[src/rtl/gpvs_pkg.sv]
// gait phase valve sequencer: shared types, codes and fixed constants
// no dependencies; imported by the channel interfaces and the top level

package gpvs_pkg;

   // gait period limits and the step divisor of the gait percentage
   localparam int PERIOD_MIN  = 500;
   localparam int PERIOD_MAX  = 2000;
   localparam int STEP_DIV    = 202;

   // field widths
   localparam int PERIOD_IN_W = 16;
   localparam int PERIOD_W    = 11;
   localparam int FP_W        = 7;
   localparam int UNITS_W     = 8;
   localparam int DELAY_W     = 16;
   localparam int OUT_PCT_W   = 7;
   localparam int CMD_W       = 2;
   localparam int PROD_UP_W   = UNITS_W + PERIOD_W;

   // gait step counter: a step is due after at most ten ticks
   localparam int GSTEP_W     = 4;
   localparam int GPROD_W     = GSTEP_W + 8;

   // configuration port
   localparam int CSR_IDX_W   = 3;
   localparam int CSR_DATA_W  = 16;
   localparam int DELAY_RESET = 50;

   // legs and channels within a leg
   localparam int LEGS        = 2;
   localparam int LEG_CH      = 3;
   localparam int CH_IDX_W    = 2;
   localparam int LEG_LEFT    = 0;
   localparam int LEG_RIGHT   = 1;
   localparam logic [CH_IDX_W-1:0] CH_CALF  = 2'd0;
   localparam logic [CH_IDX_W-1:0] CH_QUAD  = 2'd1;
   localparam logic [CH_IDX_W-1:0] CH_GLUTE = 2'd2;

   // result words held on the output side
   localparam int OUT_SLOTS   = 2;
   localparam int OCC_W       = 2;

   typedef enum logic [1:0] {
      PH_IDLE     = 2'd1,
      PH_CONTRACT = 2'd2,
      PH_EXTEND   = 2'd3
   } phase_type;

   typedef enum logic [CMD_W-1:0] {
      CMD_NONE    = 2'd0,
      CMD_FILL    = 2'd1,
      CMD_RELEASE = 2'd2
   } cmd_type;

   typedef enum logic [CSR_IDX_W-1:0] {
      CSR_CALF_FIRE    = 3'd0,
      CSR_QUAD_FIRE    = 3'd1,
      CSR_GLUTE_FIRE   = 3'd2,
      CSR_CALF_UNITS   = 3'd3,
      CSR_QUAD_UNITS   = 3'd4,
      CSR_GLUTE_UNITS  = 3'd5,
      CSR_EXTEND_DELAY = 3'd6,
      CSR_RIGHT_START  = 3'd7
   } csr_index_type;

   typedef struct packed {
      cmd_type                left_calf;
      cmd_type                left_quad;
      cmd_type                left_glute;
      cmd_type                right_calf;
      cmd_type                right_quad;
      cmd_type                right_glute;
      logic [OUT_PCT_W-1:0]   left_pct;
      logic [OUT_PCT_W-1:0]   right_pct;
   } rsp_word_type;

endpackage

[src/rtl/gpvs_if.sv]
// gait phase valve sequencer: valid/ready channel interfaces for tick and result words
// depends on gpvs_pkg for the field widths

interface gpvs_req_if import gpvs_pkg::*; ();
   logic                   valid;
   logic                   ready;
   logic [PERIOD_IN_W-1:0] gait_period_ms;

   modport source (output valid, output gait_period_ms, input ready);
   modport sink   (input valid, input gait_period_ms, output ready);
endinterface

interface gpvs_rsp_if import gpvs_pkg::*; ();
   logic                 valid;
   logic                 ready;
   logic [CMD_W-1:0]     left_calf_cmd;
   logic [CMD_W-1:0]     left_quad_cmd;
   logic [CMD_W-1:0]     left_glute_cmd;
   logic [CMD_W-1:0]     right_calf_cmd;
   logic [CMD_W-1:0]     right_quad_cmd;
   logic [CMD_W-1:0]     right_glute_cmd;
   logic [OUT_PCT_W-1:0] left_gait_pct;
   logic [OUT_PCT_W-1:0] right_gait_pct;

   modport source (
      output valid, output left_calf_cmd, output left_quad_cmd, output left_glute_cmd,
      output right_calf_cmd, output right_quad_cmd, output right_glute_cmd,
      output left_gait_pct, output right_gait_pct, input ready
   );
   modport sink (
      input valid, input left_calf_cmd, input left_quad_cmd, input left_glute_cmd,
      input right_calf_cmd, input right_quad_cmd, input right_glute_cmd,
      input left_gait_pct, input right_gait_pct, output ready
   );
endinterface

[src/rtl/gpvs_ram.sv]
// gait phase valve sequencer: generic single-write, single-read ram with registered read
// no dependencies

module gpvs_ram #(
   parameter int WIDTH = 8,
   parameter int DEPTH = 4,
   localparam int ADDR_W = (DEPTH > 1) ? $clog2(DEPTH) : 1
) (
   input  logic              clock,
   input  logic              wr_en,
   input  logic [ADDR_W-1:0] wr_addr,
   input  logic [WIDTH-1:0]  wr_data,
   input  logic              rd_en,
   input  logic [ADDR_W-1:0] rd_addr,
   output logic [WIDTH-1:0]  rd_data
);

   logic [WIDTH-1:0] mem [DEPTH];
   logic [WIDTH-1:0] rd_data_ff;

   // write port and registered read port
   always_ff @(posedge clock) begin
      if (wr_en) begin
         mem[wr_addr] <= wr_data;
      end
      if (rd_en) begin
         rd_data_ff <= mem[rd_addr];
      end
   end

   assign rd_data = rd_data_ff;

endmodule

[src/rtl/gait_phase_valve_sequencer.sv]
// gait phase valve sequencer top level: six valve channels kept in two leg memories
// depends on gpvs_pkg, gpvs_req_if / gpvs_rsp_if and gpvs_ram
// result word: registered once the tick's glute channel leaves the decide stage
// issue: a tick word waits for the last glute issue and a free output slot; each leg
//   memory is visited once per channel per tick via its one read port, legs in parallel
// reset: synchronous, active high; clears the pipeline, loads config reset values and
//   marks every channel entry invalid so it reads as idle with zero counters (no sweep)

module gait_phase_valve_sequencer import gpvs_pkg::*; #(
   parameter int GAIT_STEPS  = 100,
   parameter int TIMER_WIDTH = 32
) (
   input  logic                  clock,
   input  logic                  reset,
   gpvs_req_if.sink              req_ch,
   gpvs_rsp_if.source            rsp_ch,
   input  logic                  csr_write_en,
   input  logic [CSR_IDX_W-1:0]  csr_index,
   input  logic [CSR_DATA_W-1:0] csr_write_data
);

   localparam int PCT_RAW_W = $clog2(GAIT_STEPS + 1);
   localparam int PCT_W     = (PCT_RAW_W > FP_W) ? PCT_RAW_W : FP_W;
   localparam int EL_PROD_W = TIMER_WIDTH + 8;
   localparam int CMP_W     = (EL_PROD_W > PROD_UP_W) ? EL_PROD_W : PROD_UP_W;

   typedef struct packed {
      phase_type              phase;
      logic                   busy;
      logic                   fired;
      logic                   epoch;
      logic [TIMER_WIDTH-1:0] elapsed;
   } chan_type;

   localparam int CHAN_W = $bits(chan_type);

   localparam chan_type RESET_ENT = '{
      phase: PH_IDLE, busy: 1'b0, fired: 1'b0, epoch: 1'b0, elapsed: '0
   };

   typedef struct packed {
      logic [PERIOD_W-1:0]                period;
      logic [LEGS-1:0][PCT_W-1:0]         pct;
      logic [LEGS-1:0]                    epoch;
      logic [LEGS-1:0][OUT_PCT_W-1:0]     out_pct;
   } tick_type;

   // configuration registers
   logic [FP_W-1:0]    fire_pt_ff [LEG_CH];
   logic [UNITS_W-1:0] units_ff   [LEG_CH];
   logic [DELAY_W-1:0] ext_delay_ff;

   // gait step state
   logic [GSTEP_W-1:0]          gstep_ff, gstep_in, gstep_inc;
   logic                        gstep_due;
   logic [LEGS-1:0][PCT_W-1:0]  pct_ff, pct_in;
   logic [LEGS-1:0][PCT_W:0]    pct_plus;
   logic [LEGS-1:0]             pct_wrap;
   logic [LEGS-1:0]             epoch_ff, epoch_in;
   logic [PERIOD_W-1:0]         period_in;

   // tick context and channel issue
   tick_type                    tick_ff;
   logic                        iss_active_ff, iss_active_in;
   logic [CH_IDX_W-1:0]         iss_idx_ff, iss_idx_in;
   logic                        issue_free;
   logic                        accept;

   // read stage
   logic                        s1_v_ff;
   logic [CH_IDX_W-1:0]         s1_idx_ff;
   tick_type                    s1_tick_ff;
   logic [CHAN_W-1:0]           rd_raw   [LEGS];
   chan_type                    s1_ent   [LEGS];
   logic [CMP_W-1:0]            s1_prod  [LEGS];
   logic [PROD_UP_W-1:0]        s1_up;
   logic [LEGS-1:0][LEG_CH-1:0] vld_ff;

   // decide and write-back stage
   logic                        s2_v_ff;
   logic [CH_IDX_W-1:0]         s2_idx_ff;
   tick_type                    s2_tick_ff;
   chan_type                    s2_ent_ff  [LEGS];
   logic [CMP_W-1:0]            s2_prod_ff [LEGS];
   logic [PROD_UP_W-1:0]        s2_up_ff;
   chan_type                    wr_ent     [LEGS];
   cmd_type                     cmd_w      [LEGS];

   // result assembly and output slots
   cmd_type                     asm_ff [LEGS][LEG_CH];
   logic                        push, pop;
   rsp_word_type                push_word;
   rsp_word_type                out_ff, out_in, skid_ff, skid_in;
   logic                        out_v_ff, out_v_in, skid_v_ff, skid_v_in;
   logic [OCC_W-1:0]            occ_ff, occ_in;

   // handshake
   assign issue_free   = !iss_active_ff || (iss_idx_ff == CH_GLUTE);
   assign pop          = out_v_ff && rsp_ch.ready;
   assign req_ch.ready = issue_free && ((occ_ff < OCC_W'(OUT_SLOTS)) || pop);
   assign accept       = req_ch.valid && req_ch.ready;

   // configuration writes
   always_ff @(posedge clock) begin
      if (reset) begin
         fire_pt_ff   <= '{default: '0};
         units_ff     <= '{default: '0};
         ext_delay_ff <= DELAY_W'(DELAY_RESET);
      end else if (csr_write_en) begin
         case (csr_index_type'(csr_index))
            CSR_CALF_FIRE:    fire_pt_ff[CH_CALF]  <= csr_write_data[FP_W-1:0];
            CSR_QUAD_FIRE:    fire_pt_ff[CH_QUAD]  <= csr_write_data[FP_W-1:0];
            CSR_GLUTE_FIRE:   fire_pt_ff[CH_GLUTE] <= csr_write_data[FP_W-1:0];
            CSR_CALF_UNITS:   units_ff[CH_CALF]    <= csr_write_data[UNITS_W-1:0];
            CSR_QUAD_UNITS:   units_ff[CH_QUAD]    <= csr_write_data[UNITS_W-1:0];
            CSR_GLUTE_UNITS:  units_ff[CH_GLUTE]   <= csr_write_data[UNITS_W-1:0];
            CSR_EXTEND_DELAY: ext_delay_ff         <= csr_write_data[DELAY_W-1:0];
            default: ;
         endcase
      end
   end

   // period clamp
   always_comb begin
      if (req_ch.gait_period_ms > PERIOD_IN_W'(PERIOD_MAX)) begin
         period_in = PERIOD_W'(PERIOD_MAX);
      end else if (req_ch.gait_period_ms < PERIOD_IN_W'(PERIOD_MIN)) begin
         period_in = PERIOD_W'(PERIOD_MIN);
      end else begin
         period_in = req_ch.gait_period_ms[PERIOD_W-1:0];
      end
   end

   // gait step, taken when the tick word is accepted; the channels of this tick
   // see the old percentages, the wrap clears fired marks through the epoch bit
   always_comb begin
      gstep_inc = gstep_ff + 1'b1;
      gstep_due = (GPROD_W'(gstep_inc) * GPROD_W'(STEP_DIV)) >= GPROD_W'(period_in);
      gstep_in  = gstep_ff;
      pct_in    = pct_ff;
      epoch_in  = epoch_ff;
      for (int leg = 0; leg < LEGS; leg++) begin
         pct_plus[leg] = {1'b0, pct_ff[leg]} + 1'b1;
         pct_wrap[leg] = pct_plus[leg] > (PCT_W + 1)'(GAIT_STEPS);
      end
      if (accept) begin
         if (gstep_due) begin
            gstep_in = '0;
            for (int leg = 0; leg < LEGS; leg++) begin
               pct_in[leg]   = pct_wrap[leg] ? '0 : pct_plus[leg][PCT_W-1:0];
               epoch_in[leg] = epoch_ff[leg] ^ pct_wrap[leg];
            end
         end else begin
            gstep_in = gstep_inc;
         end
      end
      // right leg start point loads the right percentage at once
      if (csr_write_en && (csr_index_type'(csr_index) == CSR_RIGHT_START)) begin
         pct_in[LEG_RIGHT] = PCT_W'(csr_write_data[FP_W-1:0]);
      end
   end

   // channel issue sequencer
   always_comb begin
      iss_active_in = iss_active_ff;
      iss_idx_in    = iss_idx_ff;
      if (accept) begin
         iss_active_in = 1'b1;
         iss_idx_in    = CH_CALF;
      end else if (iss_active_ff) begin
         if (iss_idx_ff == CH_GLUTE) begin
            iss_active_in = 1'b0;
         end else begin
            iss_idx_in = iss_idx_ff + 1'b1;
         end
      end
   end

   // gait state, issue control and tick context
   always_ff @(posedge clock) begin
      if (reset) begin
         gstep_ff      <= '0;
         pct_ff        <= '0;
         epoch_ff      <= '0;
         iss_active_ff <= 1'b0;
         iss_idx_ff    <= CH_CALF;
      end else begin
         gstep_ff      <= gstep_in;
         pct_ff        <= pct_in;
         epoch_ff      <= epoch_in;
         iss_active_ff <= iss_active_in;
         iss_idx_ff    <= iss_idx_in;
      end
      if (accept) begin
         tick_ff.period <= period_in;
         tick_ff.pct    <= pct_ff;
         tick_ff.epoch  <= epoch_ff;
         for (int leg = 0; leg < LEGS; leg++) begin
            tick_ff.out_pct[leg] <= pct_in[leg][OUT_PCT_W-1:0];
         end
      end
   end

   // leg memories: read at issue, written back from the decide stage; a channel is
   // reissued only after its write-back, so accesses never overlap
   for (genvar g = 0; g < LEGS; g++) begin : g_leg
      gpvs_ram #(
         .WIDTH (CHAN_W),
         .DEPTH (LEG_CH)
      ) u_ram (
         .clock   (clock),
         .wr_en   (s2_v_ff),
         .wr_addr (s2_idx_ff),
         .wr_data (wr_ent[g]),
         .rd_en   (iss_active_ff),
         .rd_addr (iss_idx_ff),
         .rd_data (rd_raw[g])
      );
   end

   // read stage: default unwritten entries, count up, scale elapsed, units times period
   always_comb begin
      chan_type ent;
      for (int leg = 0; leg < LEGS; leg++) begin
         ent = vld_ff[leg][s1_idx_ff] ? chan_type'(rd_raw[leg]) : RESET_ENT;
         s1_ent[leg] = ent;
         s1_ent[leg].elapsed = (ent.elapsed == '1) ? ent.elapsed : ent.elapsed + 1'b1;
         s1_ent[leg].fired   = ent.fired && (ent.epoch == s1_tick_ff.epoch[leg]);
         s1_prod[leg] = CMP_W'(s1_ent[leg].elapsed) * CMP_W'(STEP_DIV);
      end
      s1_up = PROD_UP_W'(units_ff[s1_idx_ff]) * PROD_UP_W'(s1_tick_ff.period);
   end

   always_ff @(posedge clock) begin
      if (reset) begin
         s1_v_ff <= 1'b0;
         s2_v_ff <= 1'b0;
      end else begin
         s1_v_ff <= iss_active_ff;
         s2_v_ff <= s1_v_ff;
      end
      s1_idx_ff  <= iss_idx_ff;
      s1_tick_ff <= tick_ff;
      s2_idx_ff  <= s1_idx_ff;
      s2_tick_ff <= s1_tick_ff;
      s2_up_ff   <= s1_up;
      for (int leg = 0; leg < LEGS; leg++) begin
         s2_ent_ff[leg]  <= s1_ent[leg];
         s2_prod_ff[leg] <= s1_prod[leg];
      end
   end

   // decide stage: idle falls through to the contract and extend checks
   always_comb begin
      logic                   is_idle;
      logic                   is_contract;
      logic                   is_live;
      logic                   fire;
      logic                   rel;
      logic                   rearm;
      logic [TIMER_WIDTH-1:0] el1;
      logic [TIMER_WIDTH-1:0] el2;
      logic [CMP_W-1:0]       prod1;
      chan_type               ent;
      for (int leg = 0; leg < LEGS; leg++) begin
         ent         = s2_ent_ff[leg];
         is_idle     = 1'b0;
         is_contract = 1'b0;
         is_live     = 1'b0;
         case (ent.phase)
            PH_IDLE: begin
               is_idle = 1'b1;
               is_live = 1'b1;
            end
            PH_CONTRACT: begin
               is_contract = 1'b1;
               is_live     = 1'b1;
            end
            PH_EXTEND: begin
               is_live = 1'b1;
            end
            default: ;
         endcase
         fire  = is_idle && !ent.busy && !ent.fired &&
                 (s2_tick_ff.pct[leg] >= PCT_W'(fire_pt_ff[s2_idx_ff]));
         el1   = fire ? '0 : ent.elapsed;
         prod1 = fire ? '0 : s2_prod_ff[leg];
         rel   = (is_idle || is_contract) && (prod1 >= CMP_W'(s2_up_ff));
         el2   = rel ? '0 : el1;
         rearm = is_live && (el2 >= TIMER_WIDTH'(ext_delay_ff));

         wr_ent[leg]         = ent;
         wr_ent[leg].epoch   = s2_tick_ff.epoch[leg];
         wr_ent[leg].elapsed = el2;
         wr_ent[leg].fired   = ent.fired || fire;
         if (fire) begin
            wr_ent[leg].phase = PH_CONTRACT;
            wr_ent[leg].busy  = 1'b1;
         end
         if (rel) begin
            wr_ent[leg].phase = PH_EXTEND;
         end
         if (rearm) begin
            wr_ent[leg].phase = PH_IDLE;
            wr_ent[leg].busy  = 1'b0;
         end

         // release wins over fill in the same tick
         if (rel) begin
            cmd_w[leg] = CMD_RELEASE;
         end else if (fire) begin
            cmd_w[leg] = CMD_FILL;
         end else begin
            cmd_w[leg] = CMD_NONE;
         end
      end
   end

   // entry valid bits and command assembly
   always_ff @(posedge clock) begin
      if (reset) begin
         vld_ff <= '0;
      end else if (s2_v_ff) begin
         for (int leg = 0; leg < LEGS; leg++) begin
            vld_ff[leg][s2_idx_ff] <= 1'b1;
         end
      end
      if (s2_v_ff) begin
         for (int leg = 0; leg < LEGS; leg++) begin
            asm_ff[leg][s2_idx_ff] <= cmd_w[leg];
         end
      end
   end

   // result word is complete with the last channel of the tick
   assign push = s2_v_ff && (s2_idx_ff == CH_GLUTE);

   always_comb begin
      push_word.left_calf   = asm_ff[LEG_LEFT][CH_CALF];
      push_word.left_quad   = asm_ff[LEG_LEFT][CH_QUAD];
      push_word.left_glute  = cmd_w[LEG_LEFT];
      push_word.right_calf  = asm_ff[LEG_RIGHT][CH_CALF];
      push_word.right_quad  = asm_ff[LEG_RIGHT][CH_QUAD];
      push_word.right_glute = cmd_w[LEG_RIGHT];
      push_word.left_pct    = s2_tick_ff.out_pct[LEG_LEFT];
      push_word.right_pct   = s2_tick_ff.out_pct[LEG_RIGHT];
   end

   // output register with one skid slot
   always_comb begin
      out_in    = out_ff;
      skid_in   = skid_ff;
      out_v_in  = out_v_ff;
      skid_v_in = skid_v_ff;
      case ({push, pop})
         2'b10: begin
            if (!out_v_ff) begin
               out_in   = push_word;
               out_v_in = 1'b1;
            end else begin
               skid_in   = push_word;
               skid_v_in = 1'b1;
            end
         end
         2'b01: begin
            if (skid_v_ff) begin
               out_in    = skid_ff;
               skid_v_in = 1'b0;
            end else begin
               out_v_in = 1'b0;
            end
         end
         2'b11: begin
            if (skid_v_ff) begin
               out_in  = skid_ff;
               skid_in = push_word;
            end else begin
               out_in = push_word;
            end
         end
         default: ;
      endcase
      occ_in = occ_ff + OCC_W'(accept) - OCC_W'(pop);
   end

   always_ff @(posedge clock) begin
      if (reset) begin
         out_v_ff  <= 1'b0;
         skid_v_ff <= 1'b0;
         occ_ff    <= '0;
      end else begin
         out_v_ff  <= out_v_in;
         skid_v_ff <= skid_v_in;
         occ_ff    <= occ_in;
      end
      out_ff  <= out_in;
      skid_ff <= skid_in;
   end

   assign rsp_ch.valid           = out_v_ff;
   assign rsp_ch.left_calf_cmd   = out_ff.left_calf;
   assign rsp_ch.left_quad_cmd   = out_ff.left_quad;
   assign rsp_ch.left_glute_cmd  = out_ff.left_glute;
   assign rsp_ch.right_calf_cmd  = out_ff.right_calf;
   assign rsp_ch.right_quad_cmd  = out_ff.right_quad;
   assign rsp_ch.right_glute_cmd = out_ff.right_glute;
   assign rsp_ch.left_gait_pct   = out_ff.left_pct;
   assign rsp_ch.right_gait_pct  = out_ff.right_pct;

   // write-back never hits the entry being read in the same cycle
   a_no_rw_overlap: assert property (@(posedge clock) disable iff (reset)
      !(s2_v_ff && iss_active_ff && (s2_idx_ff == iss_idx_ff)))
      else $error("leg memory read and write-back collide on one entry");

   // a finished word always finds a free output slot
   a_no_slot_overflow: assert property (@(posedge clock) disable iff (reset)
      push |-> !(out_v_ff && skid_v_ff && !pop))
      else $error("result word pushed with both output slots full");

   // an accepted tick reaches the decide stage with its first channel, via issue and read
   a_tick_timing: assert property (@(posedge clock) disable iff (reset)
      accept |-> ##3 (s2_v_ff && (s2_idx_ff == CH_CALF)))
      else $error("accepted tick did not reach the decide stage on time");

   // a shown result is always counted as outstanding
   a_occ_tracks_out: assert property (@(posedge clock) disable iff (reset)
      out_v_ff |-> (occ_ff != '0))
      else $error("result valid with no outstanding tick counted");

endmodule
[src/flat_wrapper.sv]
// flat-port wrapper written by rule: the top's interface ports become plain ports
module gait_phase_valve_sequencer_flat import gpvs_pkg::*;
#(
   parameter int GAIT_STEPS  = 100,
   parameter int TIMER_WIDTH = 32
)
  (clock, reset, csr_write_en, csr_index, csr_write_data, req_ch_valid, req_ch_gait_period_ms, req_ch_ready, rsp_ch_valid, rsp_ch_left_calf_cmd, rsp_ch_left_quad_cmd, rsp_ch_left_glute_cmd, rsp_ch_right_calf_cmd, rsp_ch_right_quad_cmd, rsp_ch_right_glute_cmd, rsp_ch_left_gait_pct, rsp_ch_right_gait_pct, rsp_ch_ready);
  gpvs_req_if req_ch_i ();
  gpvs_rsp_if rsp_ch_i ();
  input  logic clock;
  input  logic reset;
  input  logic csr_write_en;
  input  logic [CSR_IDX_W-1:0] csr_index;
  input  logic [CSR_DATA_W-1:0] csr_write_data;
  input wire logic [$bits(req_ch_i.valid)-1:0] req_ch_valid;
  input wire logic [$bits(req_ch_i.gait_period_ms)-1:0] req_ch_gait_period_ms;
  output wire logic [$bits(req_ch_i.ready)-1:0] req_ch_ready;
  output wire logic [$bits(rsp_ch_i.valid)-1:0] rsp_ch_valid;
  output wire logic [$bits(rsp_ch_i.left_calf_cmd)-1:0] rsp_ch_left_calf_cmd;
  output wire logic [$bits(rsp_ch_i.left_quad_cmd)-1:0] rsp_ch_left_quad_cmd;
  output wire logic [$bits(rsp_ch_i.left_glute_cmd)-1:0] rsp_ch_left_glute_cmd;
  output wire logic [$bits(rsp_ch_i.right_calf_cmd)-1:0] rsp_ch_right_calf_cmd;
  output wire logic [$bits(rsp_ch_i.right_quad_cmd)-1:0] rsp_ch_right_quad_cmd;
  output wire logic [$bits(rsp_ch_i.right_glute_cmd)-1:0] rsp_ch_right_glute_cmd;
  output wire logic [$bits(rsp_ch_i.left_gait_pct)-1:0] rsp_ch_left_gait_pct;
  output wire logic [$bits(rsp_ch_i.right_gait_pct)-1:0] rsp_ch_right_gait_pct;
  input wire logic [$bits(rsp_ch_i.ready)-1:0] rsp_ch_ready;
  assign req_ch_i.valid = req_ch_valid;
  assign req_ch_i.gait_period_ms = req_ch_gait_period_ms;
  assign req_ch_ready = req_ch_i.ready;
  assign rsp_ch_valid = rsp_ch_i.valid;
  assign rsp_ch_left_calf_cmd = rsp_ch_i.left_calf_cmd;
  assign rsp_ch_left_quad_cmd = rsp_ch_i.left_quad_cmd;
  assign rsp_ch_left_glute_cmd = rsp_ch_i.left_glute_cmd;
  assign rsp_ch_right_calf_cmd = rsp_ch_i.right_calf_cmd;
  assign rsp_ch_right_quad_cmd = rsp_ch_i.right_quad_cmd;
  assign rsp_ch_right_glute_cmd = rsp_ch_i.right_glute_cmd;
  assign rsp_ch_left_gait_pct = rsp_ch_i.left_gait_pct;
  assign rsp_ch_right_gait_pct = rsp_ch_i.right_gait_pct;
  assign rsp_ch_i.ready = rsp_ch_ready;
  gait_phase_valve_sequencer #(.GAIT_STEPS(GAIT_STEPS), .TIMER_WIDTH(TIMER_WIDTH)) u_core (.clock(clock), .reset(reset), .req_ch(req_ch_i), .rsp_ch(rsp_ch_i), .csr_write_en(csr_write_en), .csr_index(csr_index), .csr_write_data(csr_write_data));
endmodule
[config.mk]
export PLATFORM = sky130hd
export DESIGN_NAME = gait_phase_valve_sequencer_flat
export DESIGN_NICKNAME = d
export VERILOG_FILES = /design/src/rtl/gpvs_pkg.sv /design/src/rtl/gpvs_if.sv /design/src/rtl/gpvs_ram.sv /design/src/rtl/gait_phase_valve_sequencer.sv /design/src/flat_wrapper.sv
export SDC_FILE = /design/constraint.sdc
export NUM_CORES = 2
export LEC_CHECK = 0
export ABC_AREA = 1
export BUFFER_PORTS_ARGS = -buffer_cell sky130_fd_sc_hd__buf_2
export CORE_AREA = 8 8 381 290
export DETAILED_ROUTE_END_ITERATION = 6
export DIE_AREA = 0 0 389 298
export HOLD_SLACK_MARGIN = 0.05
export MAX_ROUTING_LAYER = met4
export PLACE_DENSITY = 0.6
export SLEW_MARGIN = 20
export SYNTH_ARGS = -nofsm -noshare
export SYNTH_HDL_FRONTEND = slang
export SYNTH_SLANG_ARGS = --single-unit
[constraint.sdc]
create_clock -name clock -period 14.4 [get_ports clock]
set_input_delay 0.72 -clock clock [delete_from_list [all_inputs] [get_ports clock]]
set_output_delay 0.72 -clock clock [all_outputs]
set_load 0.01 [all_outputs]
## After elaboration in Yosys (flattened, before gate mapping)

Memories as Yosys holds them, arrays and structs flattened. A register that Yosys moved wholly into a read port is not among the register bits.
Index checks and enable logic that the tools add are counted.

| cells by class | value |
|---|---|
| add/subtract/negate cells | 8 |
| multipliers | 4 |
| order comparisons | 18 |
| equality and inequality tests | 27 |
| muxes and demuxes | 65 |
| bitwise logic cells | 7 |
| reduce and logical (&&, ||, !) cells | 50 |

Operators with widths:

| kind | count |
|---|---|
| 32-bit 2-to-1 mux | 6 |
| 26-bit 2-to-1 mux | 5 |
| 40-bit by 19-bit >= comparator with 1-bit output | 2 |
| 40-bit 2-to-1 mux | 2 |
| 32-bit by 7-bit multiplier with 39-bit output, second input constant | 2 |
| 26-bit one-hot mux with 3 select lines | 1 |
| 37-bit 2-to-1 mux | 2 |
| 32-bit by 1-bit adder with 32-bit output, second input constant | 2 |
| 32-bit == test, second input constant | 2 |
| 32-bit by 16-bit >= comparator with 1-bit output | 2 |
| 26-bit one-hot mux with 2 select lines | 1 |
| 7-bit 2-to-1 mux | 5 |
| 14-bit 2-to-1 mux | 2 |
| 11-bit 2-to-1 mux | 2 |
| 2-bit AND reduction | 11 |
| 1-bit logical AND | 19 |
| 8-bit by 11-bit multiplier with 19-bit output | 1 |
| 1-bit 2-to-1 mux | 18 |
| 7-bit by 1-bit adder with 8-bit output, second input constant | 2 |
| 8-bit binary-select mux with 2-bit select | 1 |
| 2-bit == test, second input constant | 8 |
| 16-bit by 11-bit > comparator with 1-bit output, second input constant | 1 |
| 8-bit by 7-bit > comparator with 1-bit output, second input constant | 2 |
| 16-bit by 9-bit < comparator with 1-bit output, second input constant | 1 |
| other kinds (41) | 79 |

| word-level totals | value |
|---|---|
| bits in registers | 283 |
| RAM bits | 386 |
| output and inout port bits | 28 |
| word-level logic and storage cells | 240 |
| memories | 5 |

Memory list:

| memory | depth | width | rd ports | clocked after memory_dff | write ports | RTL line | text |
|---|---|---|---|---|---|---|---|
| u_core.g_leg[0].u_ram.mem | 3 | 37 | 1 | 1 | 1 | gpvs_ram.sv:18 | `logic [WIDTH-1:0] mem [DEPTH];` |
| u_core.g_leg[1].u_ram.mem | 3 | 37 | 1 | 1 | 1 | gpvs_ram.sv:18 |  |
| u_core.s2_prod_ff | 2 | 39 | 2 | 0 | 2 | gait_phase_valve_sequencer.sv:84 | `logic [CMP_W-1:0] s2_prod_ff [LEGS];` |
| u_core.s2_ent_ff | 2 | 37 | 2 | 0 | 2 | gait_phase_valve_sequencer.sv:83 | `chan_type s2_ent_ff [LEGS];` |
| u_core.asm_ff | 2 | 6 | 2 | 0 | 2 | gait_phase_valve_sequencer.sv:90 | `cmd_type asm_ff [LEGS][LEG_CH];` |

## Depth between registers and ports, before layout

| depth | value |
|---|---|
| word-level depth | 13 |
| depth in mapped cells | 44 |

## Cells and area by module

Synthesis repeated with hierarchy kept, for this count alone.

| second synthesis, totals | value |
|---|---|
| cell total of the unflattened synthesis | 4,687 |
| area total of the unflattened synthesis | 42,243.0 sq um |

Modules (own cells, without submodules):

| module | instances | cells an instance | area each (sq um) | seq. area each (sq um) |
|---|---|---|---|---|
| gait_phase_valve_sequencer | 1 | 3,831 | 30,862.1 | 9,759.4 |
| gpvs_ram | 2 | 428 | 5,690.5 | 4,444.3 |

## Least setup slack after synthesis

Ideal clock, no wire load.

| timing | value |
|---|---|
| path kind | reg-to-reg |
| from | reg u_core.s1_idx_ff[1] |
| to | mem u_core.s2_prod_ff[0][32] (netlist name) |
| setup time | 0.072 ns |
| arrival time | 5.962 ns |
| data required time | 14.328 ns |
| path slack | 8.367 ns |
| stages on the path, launching flop included | 41 |
| path buffers | 2 |
| period minus slack after synthesis | 6.033 ns |
| cells stage by stage | dfxtp_1 > buf_2 > o21ai_1 > nand3_4 > inv_1 > nand2_1 > inv_1 > ha_1 > inv_1 > nor3_1 > nand3_1 > nor3_1 > nand4_1 > nor2_4 > inv_1 > nand2_1 > nor2_1 > a21oi_1 > [... 5 more ...] > inv_1 > fa_1 > inv_1 > ha_1 > clkbuf_1 > nand2_1 > nor2_1 > inv_1 > o21ai_0 > a21boi_0 > o21ai_0 > nand2_1 > nand2_1 > nand2_1 > nand2_1 > nand2_1 > nand2_1 > xor2_1 |

RTL lines:

| element | RTL line | text |
|---|---|---|
| from (decl) | gait_phase_valve_sequencer.sv:71 | `logic [CH_IDX_W-1:0] s1_idx_ff;` |
| from (signal assigned) | gait_phase_valve_sequencer.sv:242 | `s1_idx_ff <= iss_idx_ff;` |
| to (decl) | gait_phase_valve_sequencer.sv:84 |  |

==> out/metrics.csv <==
metric,value,unit
ir_drop,80.8,uV
yosysSeqAreaShare,45.0,%
antenna_found_initial,2,
max-slew-margin-rel,23.4,%
crit_path_max_incr_delay,580,ps
portBuffers,67,
power.leakage,21.4,nW
syn_nets,5083,
status,"finished, final reports clean",
cts_resized,0,
crit_type,reg -> reg,
area_delta_synth_final,10.7,%
synth-edff-count,397,
cts_buffer_depth,3,
hold_viol_final,0,
drc_errors,0,
cts_inserted_buffers,76,
die_w,389,um
setup_viol,0,
crit_path_end_kind,flip-flop,
cp_max_fo,33,
cts_setup_buffers,0,
pin_count,68,
synth_area,0.0415,mm2
min_path_cells,0,
yosys.area.top_type,edfxtp_1,
num_rows,103,
final.setup_skew,32.9,ps
drt_iter0_drc,1995,
ys_warn_count,0,
startpoint_type,flip-flop,
synthTopCellsByArea,"edfxtp_1, dfxtp_1, ha_1, inv_1, fa_1",
insertion_delay,640,ps
firstDrtPassIters,5,
tightestPinTransition,1150,ps
globalplace.congestion,0.904,
via_per_inst,4.82,
floorplan.initialDensity,39.7,%
min_period,8400,ps
grt_pass1_vias,28100,
grt_util_all_layers,17.2,%
synth_seq_cells,733,
yosysTopAreaCellShare,28.7,%
postCtsHoldBufs,0,
arrival,8960,ps
clk_pin_slew_worst_paths,60,ps
cts.sinks,733,
wl,98000,um
gr-total-overflow,0,
num_vias,28900,
hpwl,72800,um
synthDistinctLibCells,55,
cts_root_buffer,clkbuf_16,
core,0.104,mm2
final_cells,6002,
postRouteAntennaNets,0,
cap_viol_max_count,0,
rsz0062_at_grt,false,
drv_slew,0,
async_flop_share,0,%
slowest_stage,dfxtp_1,
tns,0,ps
die-height,298,um
fin_nets,5163,
cts_tree,yes,
drive_above_1_share,7.08,%
dp.cells,5861,
synth_top_flop_cell,edfxtp_1,
die_area,0.116,mm2
r2r_cells,39,
grt_max_degree,75,
synth_cells,4494,
avgRoutedWirePerCell,16.3,um
htreeDepth,3,
post-route-period-util,58.3,%
grt_pass1_wl,158000,um
avgSynthCellArea,9.23,um2
hp-class,reg -> reg,
whs,327,ps
fmaxAchievable,119,MHz
p_per_area,129,mW/mm2
crit_required,14960,ps
## stage by stage
step / util (%) / instance area [um2] / total power, mW / worst slack [ps]
after CTS: 44.0 / 45900 / 5.99 / 5890
after floorplan: - / 41500 / 3.54 / 8370
after global placement: 41.5 / 43300 / 3.94 / 6200
after global routing: 44.0 / 45900 / 6.29 / 5370
after detailed placement: 41.5 / 43300 / 3.95 / 5950
final: 44.0 / 45900 / 5.92 / 6000
## worst max-delay path, delay by kind of cell (launching register included)
| kind | cells | cell delay, ps |
|---|---|---|
| DFF | 1 | 580 |
| and+or+nand+nor | 19 | 2910 |
| xor gates and xnor gates | 1 | 140 |
| AOI/OAI and AO/OA | 4 | 1470 |
| adders and majority gates | 6 | 2100 |
| buffers and inverters | 9 | 1080 |
## synthesized netlist by cell type, types with 4 or more instances
cell type and instances:
nor2_2 20, nor3b_1 4, clkbuf_1 61, inv_1 957, a21oi_1 357, nor2_1 553
nor3_2 7, a221oi_1 6, a21boi_0 6, nand2_1 557, a21o_1 10, nor3_1 48
edfxtp_1 397, xor2_1 120, inv_2 9, o31ai_1 6, nor4_1 8, xnor2_1 40
mux2_2 24, o21a_1 9, dfxtp_1 336, ha_1 389, nor2_4 9, fa_1 160
o211ai_1 10, buf_6 4, o21ai_0 144, or2_2 12, a22o_1 5, nand3_2 5
buf_2 4, buf_1 17, nand4_1 35, nand3_1 94, a31oi_1 24, a211oi_1 4
xor2_2 4, nand2_2 7, o21bai_1 4
## per-layer routing
| metal | GRT usage (%) | vias to the layer above | wire [um] |
|---|---|---|---|
| met1 | 26.6 | 13600 | 50900 |
| li1 | - | 14500 | - |
| met2 | 23.9 | 686 | 39800 |
| met3 | 2.37 | 139 | 5590 |
| met4 | 3.57 | 0 | 1810 |
| met5 | - | - | 0 |
## flip-flops by register name, summed over array words and instances (netlist names), 16 cells and up
register and flops:
u_core.ext_delay_ff 16, u_core.fire_pt_ff 21, u_core.g_leg.u_ram.mem 222, u_core.g_leg.u_ram.rd_data 74
u_core.s1_tick_ff 41, u_core.s2_ent_ff 68, u_core.s2_prod_ff 78, u_core.s2_tick_ff 16
u_core.s2_up_ff 19, u_core.skid_ff 26, u_core.tick_ff 41, u_core.units_ff 24
## where the power goes
| part | switching [mW] | leakage [nW] | internal [mW] | total (mW) |
|---|---|---|---|---|
| registers | 0.0683 | 6.42 | 2.41 | 2.48 |
| logic | 0.956 | 13.7 | 0.485 | 1.44 |
| clock network | 0.860 | 1.25 | 1.14 | 2.00 |
| total | 1.88 | 21.4 | 4.04 | 5.92 |
## cells in the final DEF (no fill, tap or decap), drive strengths merged, types with 11 or more instances in the layout
cell | synthesis | routed
clkinv | 2 | 26
nor3 | 57 | 57
ha | 389 | 389
buf | 25 | 88
nor4 | 11 | 11
inv | 967 | 975
nor2 | 582 | 582
a21oi | 357 | 357
nand3 | 100 | 100
clkbuf | 61 | 99
mux2 | 24 | 24
o21ai | 146 | 146
fa | 160 | 160
edfxtp | 397 | 397
a31oi | 24 | 24
or2 | 12 | 12
xnor2 | 40 | 40
nand2 | 567 | 567
dfxtp | 336 | 336
nand4 | 36 | 36
xor2 | 124 | 124
## final cells by class
class                           count  area (um2)
Fill cell                       10100       58500
Multi-Input combinational cell   2706       18800
Sequential cell                   733       18700
Inverter                          969        3640
Clock buffer                       99        2070
Tap cell                         1365        1710
Clock inverter                     41         495
Timing Repair Buffer               88         493
Antenna cell                        1        2.50
## logic make-up after synthesis
logic type,after synthesis,share of synthesized area (%)
simple gates,1377,14.1
compound gates,592,7.65
flops,733,45.0
xor+xnor,164,3.54
mux,24,0.652
buf+inv,1055,9.64
fa+ha+maj,549,19.5
## final timing paths
path	slack, ps	from	to
setup / recovery	6000	u_core.s1_idx_ff[1]$_DFF_P_	u_core.s2_prod_ff[0][32]$_DFF_P_
hold / removal	330	u_core.s1_tick_ff[8]$_DFF_P_	u_core.push_word[1]$_DFF_P_
setup reg to reg	6000	u_core.s1_idx_ff[1]$_DFF_P_	u_core.s2_prod_ff[0][32]$_DFF_P_
hold reg to reg	330	u_core.s1_tick_ff[8]$_DFF_P_	u_core.push_word[1]$_DFF_P_
Note: power is estimated with default switching activity, not from simulation.
